`src/rtl/ble_pkg.sv`:
```
// ----------------------------------------------------------------------------
// ble_pkg: shared types and constants for the bounded list engine
// Operation and status codes, sizes, and controller/datapath link types.
// ----------------------------------------------------------------------------
package ble_pkg;

    localparam int DEPTH     = 1024;
    localparam int WORD_BITS = 32;
    localparam int IDX_W     = $clog2(DEPTH);
    localparam int CNT_W     = IDX_W + 1;

    typedef enum logic [2:0] {
        F_READ    = 3'd0,
        F_APPEND  = 3'd1,
        F_POP     = 3'd2,
        F_INSERT  = 3'd3,
        F_PREPEND = 3'd4,
        F_DELETE  = 3'd5,
        F_REMOVE  = 3'd6,
        F_FIND    = 3'd7
    } t_func;

    typedef enum logic [2:0] {
        ST_OK       = 3'd0,
        ST_RANGE    = 3'd1,
        ST_FULL     = 3'd2,
        ST_EMPTY    = 3'd3,
        ST_NOTFOUND = 3'd4
    } t_status;

    typedef struct packed {
        logic load;
        logic walk;
        logic finish;
    } t_cmd;

    typedef struct packed {
        logic walk_done;
    } t_sts;

endpackage

```
`src/rtl/ble_ctrl.sv`:
```
// ----------------------------------------------------------------------------
// ble_ctrl: request sequencer
// Accepts a word, runs the datapath memory walk, finishes and presents result.
// ----------------------------------------------------------------------------
module ble_ctrl import ble_pkg::*; (
    input  logic i_clk,
    input  logic i_rst_n,
    input  logic i_in_valid,
    output logic o_in_ready,
    output logic o_out_valid,
    input  logic i_out_ready,
    input  t_sts i_sts,
    output t_cmd o_cmd
);

    typedef enum logic [3:0] {
        S_IDLE = 4'b0001,
        S_WALK = 4'b0010,
        S_FIN  = 4'b0100,
        S_RESP = 4'b1000
    } t_state;

    t_state r_state, n_state;

    always_comb begin
        n_state = r_state;
        unique case (r_state)
            S_IDLE: if (i_in_valid) n_state = S_WALK;
            S_WALK: if (i_sts.walk_done) n_state = S_FIN;
            S_FIN:  n_state = S_RESP;
            S_RESP: if (i_out_ready) n_state = S_IDLE;
            default: n_state = S_IDLE;
        endcase
    end

    always_ff @(posedge i_clk) begin
        if (!i_rst_n) begin
            r_state <= S_IDLE;
        end else begin
            r_state <= n_state;
        end
    end

    assign o_in_ready   = (r_state == S_IDLE);
    assign o_out_valid  = (r_state == S_RESP);
    assign o_cmd.load   = (r_state == S_IDLE) && i_in_valid;
    assign o_cmd.walk   = (r_state == S_WALK);
    assign o_cmd.finish = (r_state == S_FIN);

endmodule

```
`config.mk`:
```
export PLATFORM = sky130hd
export DESIGN_NAME = ble_ctrl
export DESIGN_NICKNAME = d
export VERILOG_FILES = /design/src/rtl/ble_pkg.sv /design/src/rtl/ble_ctrl.sv
export SDC_FILE = /design/constraint.sdc
export NUM_CORES = 1
export LEC_CHECK = 0
export BUFFER_PORTS_ARGS = -buffer_cell sky130_fd_sc_hd__buf_4
export CORE_AREA = 10 10 47 49
export CTS_CLUSTER_DIAMETER = 100
export CTS_CLUSTER_SIZE = 10
export DETAILED_ROUTE_END_ITERATION = 10
export DIE_AREA = 0 0 57 59
export GPL_ROUTABILITY_DRIVEN = 0
export GPL_TIMING_DRIVEN = 0
export SETUP_SLACK_MARGIN = 0.5
export SLEW_MARGIN = 20
export SYNTH_ARGS = -nofsm -noshare
export SYNTH_HDL_FRONTEND = slang
export SYNTH_SLANG_ARGS = --single-unit
export TNS_END_PERCENT = 10
```
`constraint.sdc`:
```
create_clock -name i_clk -period 1 [get_ports i_clk]
set_input_delay 0.3 -clock i_clk [delete_from_list [all_inputs] [get_ports i_clk]]
set_output_delay 0.3 -clock i_clk [all_outputs]
set_load 0.01 [all_outputs]
```
==> summary.md <==
| Metric | Value |
|---|---|
| # IOs | `10` |
| Period utilization | `1.44` |
| Sequential share of power | `0.337` |
| DP HPWL | `558 microns` |
| MaxCap Viol Count | `0` |
| Setup_tns | `-2060 ps` |
| Net Sw Power | `0.000122 W` |
| Final hold viol count | `0` |
| Initial antenna violation count | `0` |
| I/O Buffers | `9` |
| Crit. End Element | `output pin` |
| Required @ worst endpoint | `700 ps` |
| Row count | `14` |
| CP Launch Type | `flop` |
| Die Ht | `59 microns` |
| Crit Path Category | `flop to output pin` |
| DR WL/cell | `12.7 microns` |
| Sw Share | `0.248` |
| Overall routing resource usage | `0.0510` |
| Vias per cell | `4.56` |
| Largest Register | `r_state` |
| Post-Synthesis Net Count | `35` |
| Vias in the first global route | `280` |
| Routed WL | `751 microns` |
| Setup slack at placement | `-290 ps` |
| TritonRoute pass-1 iters | `2` |
| Seq/Total Area, Yosys | `0.312` |
| Avg Cell Area, Syn | `8.55 sq um` |
| Finished Layout Cells | `59` |
| Die ar. | `3360 sq um` |
| Final worst setup slack | `-436 ps` |
| Clock power frac | `0.402` |
| Hold Path Class | `input port to flop` |
| Setup-failing EPs final | `6` |
| Slew Limit Fails | `0` |
| Die Wd | `57 microns` |
| Post-Place Cells | `55` |
| Share of cells above drive strength 1 | `0.581` |
| Layout Utilization | `0.321` |
| PwrDens | `1100 nW/um^2` |
| Drt drc | `0` |
| Grt total ovfl | `0` |
| Max reg flops | `4` |
| CTS H-tree depth | `1` |
| FMAX | `696 MHz` |
| Worst skew pair latency | `240 ps` |
| Worst Tran Pin Value | `240 ps` |
| CP max FO | `10` |
| Largest net degree at the start of global routing | `11` |
| Failing checks | `setup timing` |
| Total CTS buffers | `3` |
| Via Count | `269` |
| DRT antenna net count | `0` |
| Initial DRC Count | `1` |
| Clk pin slew, worst setup/hold paths | `40 ps` |
| Pint | `0.000371 W` |
| Clock Skew | `3.97 ps` |
| CORE AREA | `1400 sq um` |
| RSZ-0062 raised after global routing | `yes` |
| Root Driver | `clkbuf_4` |
| Global-route wire length before repair | `1.27 mm` |
| Final nets | `50` |
| TritonCTS clock tree | `built` |
| Yosys warning total | `0` |
| Maximum clock path buffer count | `2` |
| Combinational power share | `0.261` |
| Gate Count Post-Synth | `30` |
| Largest registers | `r_state x4` |
| Min cycle time layout | `1440 ps` |
| WHS | `296 ps` |
| Post-synth cell types | `18` |
| Worst EP arrival | `1140 ps` |
| Slew headroom | `0.839` |
| Lkg Pwr | `0.173 nW` |
| VDD IR-drop max | `0.514 mV` |
| Antenna diodes | `0` |
| #FFs+latches synth | `4` |
| R2R setup slack | `-100 ps` |
| Status | `finished, violations left` |
| Initial Utilization | `0.183` |
| Synth-to-Final Area Change | `75.1%` |
| Synth Cell Area | `256 sq um` |
| Clk sinks | `4` |
## Yosys cell counts
cell / instances / area (sq um)
mux2i_1: 1 / 10.0
or2b_1: 1 / 7.51
o311ai_1: 1 / 8.76
and3_1: 2 / 12.5
nand3b_1: 1 / 7.51
nor3_1: 3 / 15.0
dfxtp_1: 4 / 80.1
nor4b_4: 1 / 23.8
buf_2: 1 / 5.00
nor3b_1: 1 / 7.51
nand2_1: 2 / 7.51
and2_1: 1 / 6.26
nor2b_1: 1 / 6.26
a21oi_1: 1 / 5.00
buf_6: 1 / 11.3
nor2_1: 5 / 18.8
nand2b_1: 1 / 6.26
nor4b_1: 2 / 17.5
## critical path, stage by stage, from the launching register on
cell and delay [ps]:
dfxtp_1 300, buf_6 140, nor4b_4 300, buf_4 170
## metrics by stage
step	instance area (sq um)	power (W)
after detailed placement	394	0.000286
after CTS	435	0.000498
final	449	0.000493
after global placement	394	0.000284
after global routing	449	0.000540
after floorplan	307	0.000247
## power by group through the flow
| stage | clock network, W | logic (W) | registers, W |
|---|---|---|---|
| finish | 0.000198 | 0.000129 | 0.000166 |
| global route | 0.000232 | 0.000141 | 0.000166 |
| CTS | 0.000212 | 0.000120 | 0.000166 |
| detailed placement | 0 | 0.000113 | 0.000173 |
| global placement | 0 | 0.000112 | 0.000173 |
| floorplan | 0 | 0.0000746 | 0.000172 |
## timing repair
item / 4_1_cts / 5_1_grt
resized for setup: 5 / 3
endpoints found under the setup margin: 9 / 9
buffers inserted: 1 / 0
pin swaps: 1 / 0
hold buffers: 0 / 0
## cell families after synthesis
| kind of cell | count (synthesis) | share of synthesized area |
|---|---|---|
| simple gates | 21 | 0.532 |
| flops | 4 | 0.312 |
| compound gates | 2 | 0.0536 |
| buf+inv | 2 | 0.0634 |
| mux | 1 | 0.0390 |
## worst paths after layout
kind | start | to | cells after the start
setup / recovery | r_state[1]$_SDFFE_PN0P_ | o_cmd[0] | 3
hold / removal | i_rst_n | r_state[0]$_SDFFE_PN1P_ | 2
setup reg to reg | r_state[1]$_SDFFE_PN0P_ | r_state[0]$_SDFFE_PN1P_ | 4
hold reg to reg | r_state[1]$_SDFFE_PN0P_ | r_state[2]$_SDFFE_PN0P_ | 3
## routing by layer
layer,routed length (microns),vias up,global-route usage
li1,-,133,-
met1,272,127,0.0428
met2,414,9,0.0822
met3,64,0,0.0429
met4,0,0,0.0302
met5,0,-,0
## layout by cell type (no fill, tap or decap), drive strengths merged
cell	netlist	layout
a21oi	1	1
and2	1	1
and3	2	2
buf	2	12
clkbuf	0	3
dfxtp	4	4
mux2i	1	1
nand2	2	2
nand2b	1	1
nand3b	1	1
nor2	5	5
nor2b	1	1
nor3	3	3
nor3b	1	1
nor4b	3	3
o311ai	1	1
or2b	1	1
## layout make-up
type | count | area, sq um
Fill cell | 156 | 952
Sequential cell | 4 | 88.8
Buffer | 2 | 22.5
Timing Repair Buffer | 10 | 82.6
Tap cell | 16 | 20.0
Clock buffer | 3 | 22.5
Multi-Input combinational cell | 24 | 213
Note: power is estimated with default switching activity, not from simulation.
